$ cat src/bgdc_pkg.sv
// Shared types, constants and helper functions of the button gesture digit counter.
package bgdc_pkg;

   // Field and register widths.
   localparam int CNT_W     = 16;
   localparam int DIGIT_W   = 4;
   localparam int SEG_W     = 7;
   localparam int GEST_W    = 3;
   localparam int CSR_IDX_W = 2;
   localparam int REQ_DATA_W = 8;
   localparam int RSP_DATA_W = 16;

   // Depth of the queue between the front and the back end.
   localparam int QUEUE_DEPTH = 2;
   localparam int QPTR_W      = $clog2(QUEUE_DEPTH);
   localparam int QCNT_W      = $clog2(QUEUE_DEPTH + 1);

   // Item kinds carried in req_tuser.
   localparam logic OP_TICK = 1'b0;
   localparam logic OP_EDGE = 1'b1;

   // Gesture codes.
   localparam logic [GEST_W-1:0] GEST_NONE   = 3'd0;
   localparam logic [GEST_W-1:0] GEST_CLICK  = 3'd1;
   localparam logic [GEST_W-1:0] GEST_DOUBLE = 3'd2;
   localparam logic [GEST_W-1:0] GEST_LSTART = 3'd3;
   localparam logic [GEST_W-1:0] GEST_LREP   = 3'd4;
   localparam logic [GEST_W-1:0] GEST_LEND   = 3'd5;

   // Register indexes.
   localparam logic [CSR_IDX_W-1:0] CSR_DEBOUNCE = 2'd0;
   localparam logic [CSR_IDX_W-1:0] CSR_DOUBLE   = 2'd1;
   localparam logic [CSR_IDX_W-1:0] CSR_LONG     = 2'd2;
   localparam logic [CSR_IDX_W-1:0] CSR_REPEAT   = 2'd3;

   // Register reset values in milliseconds.
   localparam logic [CNT_W-1:0] DEBOUNCE_RST = 16'd25;
   localparam logic [CNT_W-1:0] DOUBLE_RST   = 16'd350;
   localparam logic [CNT_W-1:0] LONG_RST     = 16'd800;
   localparam logic [CNT_W-1:0] REPEAT_RST   = 16'd500;

   localparam logic [DIGIT_W-1:0] DIGIT_MAX = 4'd9;
   localparam logic [CNT_W-1:0]   CNT_MAX   = 16'hFFFF;

   // One classified item as it travels from the front to the back end.
   typedef struct packed {
      logic is_edge;
      logic level;
   } cmd_type;

   // Common-cathode pattern of a digit, bit 0 is segment a.
   function automatic logic [SEG_W-1:0] seg_of(input logic [DIGIT_W-1:0] d);
      logic [SEG_W-1:0] s;
      begin
         unique case (d)
            4'd0: s = 7'h3F;
            4'd1: s = 7'h06;
            4'd2: s = 7'h5B;
            4'd3: s = 7'h4F;
            4'd4: s = 7'h66;
            4'd5: s = 7'h6D;
            4'd6: s = 7'h7D;
            4'd7: s = 7'h07;
            4'd8: s = 7'h7F;
            4'd9: s = 7'h6F;
            default: s = '0;
         endcase
         return s;
      end
   endfunction

   // Millisecond counter step that sticks at full scale.
   function automatic logic [CNT_W-1:0] sat_inc(input logic [CNT_W-1:0] v);
      return (v == CNT_MAX) ? CNT_MAX : v + 16'd1;
   endfunction

endpackage

$ cat src/bgdc_front.sv
// Front end: takes items from the request channel and classifies them into commands.
module bgdc_front (
   input  logic                                clock,
   input  logic                                reset,
   input  logic                                req_tvalid,
   output logic                                req_tready,
   input  logic [bgdc_pkg::REQ_DATA_W-1:0]     req_tdata,   // [0] pressed_level, [7:1] zero
   input  logic                                req_tuser,   // [0] opcode
   output logic                                cmd_valid,
   output bgdc_pkg::cmd_type                   cmd,
   input  logic                                cmd_ready
);

   logic              valid_ff, valid_in;
   bgdc_pkg::cmd_type cmd_ff, cmd_in;
   logic              take;

   // The stage takes a new item whenever it is empty or being drained.
   assign req_tready = !valid_ff || cmd_ready;
   assign take       = req_tvalid && req_tready;

   // Classify: a tick carries no level, an edge carries the new level.
   always_comb begin
      cmd_in.is_edge = (req_tuser == bgdc_pkg::OP_EDGE);
      cmd_in.level   = (req_tuser == bgdc_pkg::OP_EDGE) && req_tdata[0];
      valid_in       = take || (valid_ff && !cmd_ready);
   end

   always_ff @(posedge clock) begin
      if (reset) begin
         valid_ff <= 1'b0;
      end else begin
         valid_ff <= valid_in;
      end
      if (take) begin
         cmd_ff <= cmd_in;
      end
   end

   assign cmd_valid = valid_ff;
   assign cmd       = cmd_ff;

endmodule

$ cat src/bgdc_queue.sv
// Short first-in first-out queue of commands between the front and the back end.
module bgdc_queue (
   input  logic              clock,
   input  logic              reset,
   input  logic              push_valid,
   output logic              push_ready,
   input  bgdc_pkg::cmd_type push_cmd,
   output logic              pop_valid,
   input  logic              pop_ready,
   output bgdc_pkg::cmd_type pop_cmd
);

   bgdc_pkg::cmd_type                entry_ff [bgdc_pkg::QUEUE_DEPTH];
   logic [bgdc_pkg::QPTR_W-1:0]      head_ff, head_in;
   logic [bgdc_pkg::QPTR_W-1:0]      tail_ff, tail_in;
   logic [bgdc_pkg::QCNT_W-1:0]      count_ff, count_in;
   logic                             do_push, do_pop;

   assign push_ready = (count_ff != bgdc_pkg::QCNT_W'(bgdc_pkg::QUEUE_DEPTH));
   assign pop_valid  = (count_ff != '0);
   assign pop_cmd    = entry_ff[head_ff];
   assign do_push    = push_valid && push_ready;
   assign do_pop     = pop_valid && pop_ready;

   // Pointer and fill count update.
   always_comb begin
      head_in  = head_ff;
      tail_in  = tail_ff;
      count_in = count_ff;
      if (do_push) begin
         tail_in = (tail_ff == bgdc_pkg::QPTR_W'(bgdc_pkg::QUEUE_DEPTH - 1)) ?
                   '0 : tail_ff + 1'b1;
      end
      if (do_pop) begin
         head_in = (head_ff == bgdc_pkg::QPTR_W'(bgdc_pkg::QUEUE_DEPTH - 1)) ?
                   '0 : head_ff + 1'b1;
      end
      if (do_push && !do_pop) begin
         count_in = count_ff + 1'b1;
      end else if (do_pop && !do_push) begin
         count_in = count_ff - 1'b1;
      end
   end

   always_ff @(posedge clock) begin
      if (reset) begin
         head_ff  <= '0;
         tail_ff  <= '0;
         count_ff <= '0;
      end else begin
         head_ff  <= head_in;
         tail_ff  <= tail_in;
         count_ff <= count_in;
      end
      if (do_push) begin
         entry_ff[tail_ff] <= push_cmd;
      end
   end

endmodule

$ cat src/bgdc_back.sv
// Back end: gesture state, timing registers, digit update and the result register.
module bgdc_back (
   input  logic                                clock,
   input  logic                                reset,
   input  logic                                csr_we,
   input  logic [bgdc_pkg::CSR_IDX_W-1:0]      csr_index,
   input  logic [bgdc_pkg::CNT_W-1:0]          csr_wdata,
   input  logic                                cmd_valid,
   output logic                                cmd_ready,
   input  bgdc_pkg::cmd_type                   cmd,
   output logic                                rsp_tvalid,
   input  logic                                rsp_tready,
   output logic [bgdc_pkg::RSP_DATA_W-1:0]     rsp_tdata
);

   // Timing registers.
   logic [bgdc_pkg::CNT_W-1:0] debounce_ff, double_ff, long_ff, repeat_ff;

   // Gesture state.
   logic held_ff, held_in;
   logic long_active_ff, long_active_in;
   logic click_pending_ff, click_pending_in;
   logic skip_release_ff, skip_release_in;
   logic [bgdc_pkg::CNT_W-1:0]   since_edge_ff, since_edge_in;
   logic [bgdc_pkg::CNT_W-1:0]   since_repeat_ff, since_repeat_in;
   logic [bgdc_pkg::CNT_W-1:0]   since_release_ff, since_release_in;
   logic [bgdc_pkg::DIGIT_W-1:0] digit_ff, digit_in;

   // Result register.
   logic                              rsp_valid_ff, rsp_valid_in;
   logic [bgdc_pkg::RSP_DATA_W-1:0]   rsp_data_ff, rsp_data_in;

   logic                              pop;
   logic [bgdc_pkg::GEST_W-1:0]       gesture;
   logic [bgdc_pkg::CNT_W-1:0]        se_inc, sr_inc, srel_inc;
   logic [bgdc_pkg::DIGIT_W-1:0]      digit_up, digit_down;

   // An item is carried out when the result register is free or being emptied.
   assign pop       = cmd_valid && (!rsp_valid_ff || rsp_tready);
   assign cmd_ready = !rsp_valid_ff || rsp_tready;

   assign se_inc     = bgdc_pkg::sat_inc(since_edge_ff);
   assign sr_inc     = bgdc_pkg::sat_inc(since_repeat_ff);
   assign srel_inc   = bgdc_pkg::sat_inc(since_release_ff);
   assign digit_up   = (digit_ff >= bgdc_pkg::DIGIT_MAX) ? '0 : digit_ff + 1'b1;
   assign digit_down = (digit_ff == '0 || digit_ff > bgdc_pkg::DIGIT_MAX) ?
                       bgdc_pkg::DIGIT_MAX : digit_ff - 1'b1;

   // Gesture state update for one item.
   always_comb begin
      held_in          = held_ff;
      long_active_in   = long_active_ff;
      click_pending_in = click_pending_ff;
      skip_release_in  = skip_release_ff;
      since_edge_in    = since_edge_ff;
      since_repeat_in  = since_repeat_ff;
      since_release_in = since_release_ff;
      digit_in         = digit_ff;
      gesture          = bgdc_pkg::GEST_NONE;
      if (pop) begin
         if (!cmd.is_edge) begin
            // Tick: advance the counters, then check the timeout that applies.
            since_edge_in    = se_inc;
            since_repeat_in  = sr_inc;
            since_release_in = srel_inc;
            if (held_ff) begin
               if (!long_active_ff) begin
                  if (se_inc >= long_ff) begin
                     long_active_in   = 1'b1;
                     click_pending_in = 1'b0;
                     digit_in         = digit_up;
                     since_repeat_in  = '0;
                     gesture          = bgdc_pkg::GEST_LSTART;
                  end
               end else if (sr_inc >= repeat_ff) begin
                  digit_in        = digit_up;
                  since_repeat_in = '0;
                  gesture         = bgdc_pkg::GEST_LREP;
               end
            end else if (click_pending_ff && srel_inc >= double_ff) begin
               click_pending_in = 1'b0;
               digit_in         = digit_up;
               gesture          = bgdc_pkg::GEST_CLICK;
            end
         end else if (since_edge_ff >= debounce_ff && cmd.level != held_ff) begin
            // Accepted edge.
            held_in       = cmd.level;
            since_edge_in = '0;
            if (cmd.level) begin
               if (click_pending_ff) begin
                  click_pending_in = 1'b0;
                  skip_release_in  = 1'b1;
                  digit_in         = digit_down;
                  gesture          = bgdc_pkg::GEST_DOUBLE;
               end else begin
                  long_active_in = 1'b0;
               end
            end else begin
               if (skip_release_ff) begin
                  skip_release_in = 1'b0;
               end else if (long_active_ff) begin
                  long_active_in = 1'b0;
                  gesture        = bgdc_pkg::GEST_LEND;
               end else begin
                  click_pending_in = 1'b1;
                  since_release_in = '0;
               end
            end
         end
      end
   end

   // Result packing and the valid flag of the result register.
   always_comb begin
      rsp_data_in  = {2'b00, gesture, bgdc_pkg::seg_of(digit_in), digit_in};
      rsp_valid_in = pop || (rsp_valid_ff && !rsp_tready);
   end

   always_ff @(posedge clock) begin
      if (reset) begin
         debounce_ff      <= bgdc_pkg::DEBOUNCE_RST;
         double_ff        <= bgdc_pkg::DOUBLE_RST;
         long_ff          <= bgdc_pkg::LONG_RST;
         repeat_ff        <= bgdc_pkg::REPEAT_RST;
         held_ff          <= 1'b0;
         long_active_ff   <= 1'b0;
         click_pending_ff <= 1'b0;
         skip_release_ff  <= 1'b0;
         since_edge_ff    <= '0;
         since_repeat_ff  <= '0;
         since_release_ff <= '0;
         digit_ff         <= '0;
         rsp_valid_ff     <= 1'b0;
      end else begin
         if (csr_we) begin
            unique case (csr_index)
               bgdc_pkg::CSR_DEBOUNCE: debounce_ff <= csr_wdata;
               bgdc_pkg::CSR_DOUBLE:   double_ff   <= csr_wdata;
               bgdc_pkg::CSR_LONG:     long_ff     <= csr_wdata;
               bgdc_pkg::CSR_REPEAT:   repeat_ff   <= csr_wdata;
               default: ;
            endcase
         end
         held_ff          <= held_in;
         long_active_ff   <= long_active_in;
         click_pending_ff <= click_pending_in;
         skip_release_ff  <= skip_release_in;
         since_edge_ff    <= since_edge_in;
         since_repeat_ff  <= since_repeat_in;
         since_release_ff <= since_release_in;
         digit_ff         <= digit_in;
         rsp_valid_ff     <= rsp_valid_in;
      end
      if (pop) begin
         rsp_data_ff <= rsp_data_in;
      end
   end

   assign rsp_tvalid = rsp_valid_ff;
   assign rsp_tdata  = rsp_data_ff;

endmodule

$ cat src/button_gesture_digit_counter.sv
// Top level of the button gesture digit counter.
// The block takes one item per clock while it is not held by back-pressure: a 1 ms tick
// (req_tuser = 0) or a button edge (req_tuser = 1, new level in req_tdata[0]), and returns
// exactly one result per item with the digit, its seven-segment pattern and the gesture the
// item completed. An item passes a registered classifying stage, a two-entry queue and the
// back end, whose state update writes the result register. The sustained rate is one item
// per cycle while results are taken. Timing registers must be written through
// csr_we/csr_index/csr_wdata while no item is in flight; the block does not enforce it.
module button_gesture_digit_counter (
   input  logic                                clock,
   input  logic                                reset,
   input  logic                                req_tvalid,
   output logic                                req_tready,
   input  logic [bgdc_pkg::REQ_DATA_W-1:0]     req_tdata,   // [0] pressed_level, [7:1] zero
   input  logic                                req_tuser,   // [0] opcode
   output logic                                rsp_tvalid,
   input  logic                                rsp_tready,
   output logic [bgdc_pkg::RSP_DATA_W-1:0]     rsp_tdata,   // [3:0] digit, [10:4] segments,
                                                            // [13:11] gesture, [15:14] zero
   input  logic                                csr_we,
   input  logic [bgdc_pkg::CSR_IDX_W-1:0]      csr_index,
   input  logic [bgdc_pkg::CNT_W-1:0]          csr_wdata
);

   logic              front_valid, front_ready;
   bgdc_pkg::cmd_type front_cmd;
   logic              back_valid, back_ready;
   bgdc_pkg::cmd_type back_cmd;

   // Classify incoming items.
   bgdc_front u_front (
      .clock      (clock),
      .reset      (reset),
      .req_tvalid (req_tvalid),
      .req_tready (req_tready),
      .req_tdata  (req_tdata),
      .req_tuser  (req_tuser),
      .cmd_valid  (front_valid),
      .cmd        (front_cmd),
      .cmd_ready  (front_ready)
   );

   // Decouple the front end from the back end.
   bgdc_queue u_queue (
      .clock      (clock),
      .reset      (reset),
      .push_valid (front_valid),
      .push_ready (front_ready),
      .push_cmd   (front_cmd),
      .pop_valid  (back_valid),
      .pop_ready  (back_ready),
      .pop_cmd    (back_cmd)
   );

   // Gesture state machine and result register.
   bgdc_back u_back (
      .clock      (clock),
      .reset      (reset),
      .csr_we     (csr_we),
      .csr_index  (csr_index),
      .csr_wdata  (csr_wdata),
      .cmd_valid  (back_valid),
      .cmd_ready  (back_ready),
      .cmd        (back_cmd),
      .rsp_tvalid (rsp_tvalid),
      .rsp_tready (rsp_tready),
      .rsp_tdata  (rsp_tdata)
   );

endmodule

$ cat config.mk
export PLATFORM = sky130hd
export DESIGN_NAME = button_gesture_digit_counter
export DESIGN_NICKNAME = d
export VERILOG_FILES = /design/src/bgdc_pkg.sv /design/src/bgdc_front.sv /design/src/bgdc_queue.sv /design/src/bgdc_back.sv /design/src/button_gesture_digit_counter.sv
export SDC_FILE = /design/constraint.sdc
export NUM_CORES = 1
export LEC_CHECK = 0
export BUFFER_PORTS_ARGS = -buffer_cell sky130_fd_sc_hd__buf_2
export CAP_MARGIN = 20
export CORE_ASPECT_RATIO = 0.9
export CORE_MARGIN = 5
export CORE_UTILIZATION = 25
export DETAILED_ROUTE_END_ITERATION = 10
export GPL_ROUTABILITY_DRIVEN = 1
export PLACE_DENSITY = 0.44
export SLEW_MARGIN = 20
export SYNTH_ARGS = -nofsm -noshare
export SYNTH_HDL_FRONTEND = slang
export SYNTH_SLANG_ARGS = --single-unit
$ cat constraint.sdc
create_clock -name clock -period 5 [get_ports clock]
set_input_delay 0.5 -clock clock [delete_from_list [all_inputs] [get_ports clock]]
set_output_delay 0.5 -clock clock [all_outputs]
set_load 0.005 [all_outputs]
* Yosys cells after proc, flatten, opt, wreduce, memory -nomap -nowiden
Memories as Yosys holds them, arrays and structs flattened. A register that Yosys moved wholly into a read port is not among the register bits.
Cells that the tools add are included.
** Operators by class
- $add $sub $neg :: 9
- Order comparisons :: 6
- Equality and inequality tests :: 18
- Mux-type cells :: 64
- Bitwise logic cells :: 1
- Reductions and logical operators :: 38
** Operators with widths (number)
- $mux W16 :: 14
- $ge A16 B16 Y1 :: 4
- $add A16 B1 Y16 const B :: 3
- $eq A16 B16 Y1 const B :: 3
- $mux W4 :: 12
- $mux W1 :: 26
- $mux W3 :: 8
- $ne A2 B2 Y1 const B :: 6
- $reduce_and A2 Y1 :: 6
- $logic_and A1 B1 Y1 :: 10
- $reduce_and A5 Y1 :: 2
- $ne A3 B3 Y1 const B :: 3
- $mux W2 :: 4
- $reduce_and A7 Y1 :: 1
- $logic_not A1 Y1 :: 6
- $ne A3 B2 Y1 const B :: 2
- $reduce_bool A2 Y1 :: 3
- $logic_or A1 B1 Y1 :: 5
- $add A4 B1 Y4 const B :: 1
- $eq A2 B2 Y1 const B :: 2
- $ge A4 B4 Y1 const B :: 1
- $gt A4 B4 Y1 const B :: 1
- $logic_not A4 Y1 :: 1
- $reduce_and A4 Y1 :: 1
- 10 further kinds :: 11
** Word-level totals
- Flip-flop bits (word level) :: 142
- Memory bits (writable) :: 4
- Memory bits (read-only) :: 112
- Bits of input ports :: 32
- Output and inout port bits :: 18
- Logic and storage cells :: 158
- Memories :: 2
** Memories
- (name not given) :: depth 16, bits a word 7, rd ports 1, clocked after Yosys merged registers in 1, wr ports 0, RTL line bgdc_pkg.sv:55 : unique case (d)
- u_queue.entry_ff :: depth 2, bits a word 2, rd ports 1, clocked after Yosys merged registers in 1, wr ports 1, RTL line bgdc_queue.sv:13 : bgdc_pkg::cmd_type entry_ff [bgdc_pkg::QUEUE_DEPTH];

* Longest topological paths before layout
- Word-level depth :: 8
- Depth in mapped cells :: 23
- Depth with buffers taken out :: 22

* Cells and area by module
A second synthesis with hierarchy kept.
** Second synthesis, totals
- Cells, all modules :: 1073
- Area, all modules :: 8560.7 um2
** Modules (own cells, without submodules)
- bgdc_back :: instances 1, cells each 1035, area each 8066.5 um2, sequential area each 2842.7 um2
- bgdc_queue :: instances 1, cells each 30, area each 372.9 um2, sequential area each 220.2 um2
- bgdc_front :: instances 1, cells each 8, area each 121.4 um2, sequential area each 80.1 um2

* Worst setup path after synthesis
Ideal clock, no wire load.
- Kind :: flip-flop to flip-flop
- From :: register u_back.since_edge_ff[1] (netlist bit)
- To :: register u_back.rsp_data_ff, in the netlist u_back.rsp_tdata[7] (data pin)
- Data arrival time :: 4.573 ns
- Data required time :: 4.730 ns
- Path slack :: 0.156 ns
- Stages on the path, launching flop included :: 22
- Buffers on the path :: 1
- Period minus slack after synthesis :: 4.844 ns
- Path through :: dfxtp_1 > ha_1 > nand3_1 > nor3_1 > and4_1 > nand2_1 > or2_2 > buf_2 > o21ai_0 > a21o_1 > ha_1 > and4_1 > a221oi_1 > a21oi_4 > o31a_1 > a211oi_1 > or2_2 > inv_1 > ha_1 > o31a_1 > nand4_1 > o211ai_1
** On the way
- Word-level cells in the longest chain between the ends :: 8
** Ends and longest elaborated chain
- start, declared :: RTL line bgdc_back.sv:24 : logic [bgdc_pkg::CNT_W-1:0] since_edge_ff, since_edge_in;
- start signal, assigned :: RTL line bgdc_back.sv:148 : since_edge_ff <= since_edge_in;
- $add A16 B1 Y16 or $eq A16 B16 Y1 (tied branches) :: RTL line bgdc_pkg.sv:74 : return (v == CNT_MAX) ? CNT_MAX : v + 16'd1;
- $mux W16 :: RTL line bgdc_pkg.sv:74
- $ge A16 B16 Y1 :: RTL line bgdc_back.sv:68 : if (se_inc >= long_ff) begin
- $mux W4 :: RTL line bgdc_back.sv:68
- $mux W4 :: RTL line bgdc_back.sv:67 : if (!long_active_ff) begin
- $mux W4 :: RTL line bgdc_back.sv:66 : if (held_ff) begin
- $mux W4 (*) :: RTL line bgdc_back.sv:61 : if (!cmd.is_edge) begin
- $mux W4 (*) :: RTL line bgdc_back.sv:60 : if (pop) begin
- via u_back.digit_in, one bit :: RTL line bgdc_back.sv:27 : logic [bgdc_pkg::DIGIT_W-1:0] digit_ff, digit_in;
- end, declared :: RTL line bgdc_back.sv:31 : logic [bgdc_pkg::RSP_DATA_W-1:0] rsp_data_ff, rsp_data_in;
The timed path passes the listed nets; every way through them passes the cells marked *.
A chain may end at the register's enable or synchronous reset.

* Final worst setup path
- From :: register u_back.since_release_ff[1] (netlist bit)
- To :: register u_back.rsp_data_ff, in the netlist u_back.rsp_tdata[8] (data pin)
** On the way
- Word-level cells in the longest chain between the ends :: 8
** Ends and longest elaborated chain
- start, declared :: RTL line bgdc_back.sv:26 : logic [bgdc_pkg::CNT_W-1:0] since_release_ff, since_release_in;
- start signal, assigned :: RTL line bgdc_back.sv:150 : since_release_ff <= since_release_in;
- $add A16 B1 Y16 or $eq A16 B16 Y1 (tied branches) :: RTL line bgdc_pkg.sv:74
- $mux W16 (*) :: RTL line bgdc_pkg.sv:74
- $ge A16 B16 Y1 (*) :: RTL line bgdc_back.sv:80 : end else if (click_pending_ff && srel_inc >= double_ff) begin
- $logic_and A1 B1 Y1 (*) :: RTL line bgdc_back.sv:80
- $mux W4 (*) :: RTL line bgdc_back.sv:80
- $mux W4 (*) :: RTL line bgdc_back.sv:66
- $mux W4 (*) :: RTL line bgdc_back.sv:61
- $mux W4 (*) :: RTL line bgdc_back.sv:60
Mark *: on every way between the ends. The rest lies on a longest branch, timed or not.

==> results_dict.tcl <==
set metrics [dict create \
    start_util 0.254 \
    synthCells 1091 \
    die_y_um 187 \
    yosysWarnings 0 \
    arrival_ns 4.87 \
    routed_wl_um 24500 \
    max_cap_viol_count 0 \
    yosysSeqAreaShare 0.361 \
    avgSynthCellArea_sq_um 7.97 \
    setup_violations 0 \
    use_met2 0.189 \
    drc 0 \
    cts_tree "yes" \
    dieArea_sq_um 38600 \
    place_congestion 0.793 \
    drv_slew 0 \
    critPathLaunchType "flop" \
    post_drt_via_cell_ratio 4.68 \
    grt-ovfl-total 0 \
    nets 1248 \
    antenna_found_initial 0 \
    rsz0062_at_grt "no" \
    yosys-top-cells-area "dfxtp_1 (29%), ha_1 (11%), nand2_1 (8.1%), a21oi_1 (7.1%), edfxtp_1 (6.9%)" \
    finalWorstPathRequiredPeriod_ns 4.71 \
    rows 64 \
    maxClockFrequency_ghz 0.213 \
    yosys.area.top_type "dfxtp_1" \
    slowest_delay_ns 0.39 \
    hold_buffers 0 \
    first_pass_iters 5 \
    status "finished clean" \
    path_class "flop to flop" \
    htree_levels 4 \
    drive_above_1_share 0.131 \
    clock_sinks 147 \
    groute.usage.overall 0.127 \
    core_area_sq_um 34200 \
    worstPathMaxFanout 8 \
    critPathBufInv 2 \
    drtIter0Drc 393 \
    period_share 0.941 \
    hold_viol 0 \
    crit_path_cell_trace "ha_2, and3_1, nand3_1, nor3_2, nand4_1, and2_1, ha_1, nand2b_1, a2111oi_2, a2111oi_0, buf_4, o31a_2, nor3_2, a211oi_2, or2_2, buf_4, ha_1, o311ai_1, o22ai_1" \
    synth_flop_cell "dfxtp_1" \
    grt_pass1_wl_um 39100 \
    fin_setup_tns_ns 0 \
    cts-root-buf "clkbuf_16" \
    leakage_nw 4.17 \
    clock_skew_ns 0.0119 \
    grt_max_degree 53 \
    clockBufferDepth 2 \
    synth-edff-count 20 \
    final_antenna_net_count 0 \
    grt_pass1_vias 7020 \
    totalPowerFinal_w 0.00351 \
    io_pins 50 \
    post-synth-top-count-cell "nand2_1" \
    max-vdd-ir-drop_mv 0.219 \
    antennaDiodeCount 0 \
    ys_async_sr_fraction 0 \
    end_kind "flop" \
    worstMarginPinSlew_ns 1.01 \
    synth-seq-cells 147 \
    worstSkewPairLatency_ns 0.43 \
    top_usage_layer "met1" \
    port_buffers 40 \
    path_clk_slew_ns 0.06 \
    hpwl_um 17800 \
    max_slew_margin 0.326 \
    grt_use_met1 0.190 \
    synth.cell_area_sq_um 8700 \
    use_met3 0.0201 \
    cp_slowest_cell "dfxtp_1" \
    wl_per_cell_um 15.2 \
    syn_to_final_growth_pct 17.1 \
    die_x_um 207 \
    crit_required_ns 5.16 \
    yosys.area.top_type_share 0.292 \
    vias 7549 \
    synthTopCellsByCount "nand2_1 (188), dfxtp_1 (127), a21oi_1 (123)" \
    netlist-cell-type-count 77 \
    hp-class "primary input to flop" \
    cp_top_family "simple AND/OR/NAND/NOR gates" \
    cts_buffers 17 \
    p_per_area_nw_per_um2 345 \
]
[final timing paths]
check | start | to | slack (ns) | depth (start not counted)
worst min register to register | u_back.repeat_ff[9]$_SDFFE_PP0P_ | u_back.repeat_ff[9]$_SDFFE_PP0P_ | 0.45 | 2
worst min-delay path | req_tuser | u_front.cmd[1]$_DFFE_PP_ | 0.26 | 1
worst max-delay path | u_back.since_release_ff[1]$_SDFFE_PP0P_ | u_back.rsp_tdata[8]$_DFFE_PP_ | 0.29 | 19
worst max register to register | u_back.since_release_ff[1]$_SDFFE_PP0P_ | u_back.rsp_tdata[8]$_DFFE_PP_ | 0.29 | 19
[flip-flops by register name, summed over array words and instances (netlist names), 14 cells and up, named ones only]
register                 count
u_back.since_repeat_ff      16
u_back.since_edge_ff        16
u_back.repeat_ff            16
u_back.long_ff              16
u_back.debounce_ff          16
u_back.double_ff            16
u_back.since_release_ff     16
u_back.rsp_tdata            14
[cells by family (layout without fill, tap and decap cells)]
logic type / count (synthesis) / count (layout) / synth area share
AO/OA/AOI/OAI: 271 / 271 / 0.200
multiplexers: 5 / 5 / 0.00618
buffers and inverters: 130 / 190 / 0.0585
XOR/XNOR: 34 / 34 / 0.0342
other: 1 / 2 / 0.000431
AND/OR/NAND/NOR: 426 / 426 / 0.228
adder cells (fa/ha/maj): 77 / 77 / 0.111
flip-flops: 147 / 147 / 0.361
[area by class of cell]
cell class / count / area (sq um)
multi-input cells: 815 / 5100
well taps: 462 / 578
repair buffers: 81 / 510
fillers: 3659 / 24000
inverters: 77 / 289
clock inverters: 12 / 96.3
clock buffers: 20 / 468
flip-flops and latches: 147 / 3140
[metrics by stage]
stage | hold slack, ns | worst slack (ns) | area [sq um] | std cells | util
6_report | 0.263 | 0.295 | 10200 | 1614 | 0.298
5_1_grt | 0.237 | 0.00332 | 10200 | 1614 | 0.298
4_1_cts | 0.238 | 0.0470 | 10100 | 1613 | 0.297
3_5_place_dp | 0.443 | 0.0720 | 9580 | 1581 | 0.280
3_3_place_gp | 0.430 | 0.160 | 9580 | 1581 | 0.280
2_1_floorplan | 0.421 | 0.156 | 8700 | 1092 | -
[where the power goes]
group	internal, W	total, W	switching, W
clock network	0.000686	0.00123	0.000549
registers	0.00132	0.00138	0.0000581
logic	0.000332	0.000897	0.000565
total	0.00234	0.00351	0.00117
[metal layers]
layer  up-vias  wire (um)
met1      3507      13000
li1       3907          -
met5         -          0
met3        14        798
met4         0        263
met2       121      10400
[layout by cell type, fill, tap and decap left out, types with 12 or more instances in the layout]
master,instances
nand2_1,188
dfxtp_1,127
a21oi_1,123
nor2_1,79
inv_1,76
ha_1,76
nand3_1,46
buf_4,42
o21ai_0,40
buf_2,39
xnor2_1,21
edfxtp_1,20
clkbuf_16,18
and3_1,14
a211o_1,14
xor2_1,13
nand4_1,13
a22oi_1,13
and2_1,12
nor3_1,12
nor2b_1,12
[what timing repair did]
item | CTS | global route
setup buffers | 0 | 1
endpoints found under the setup margin | 0 | 7
resized for setup | 0 | 8
Note: power is estimated with default switching activity, not from simulation.
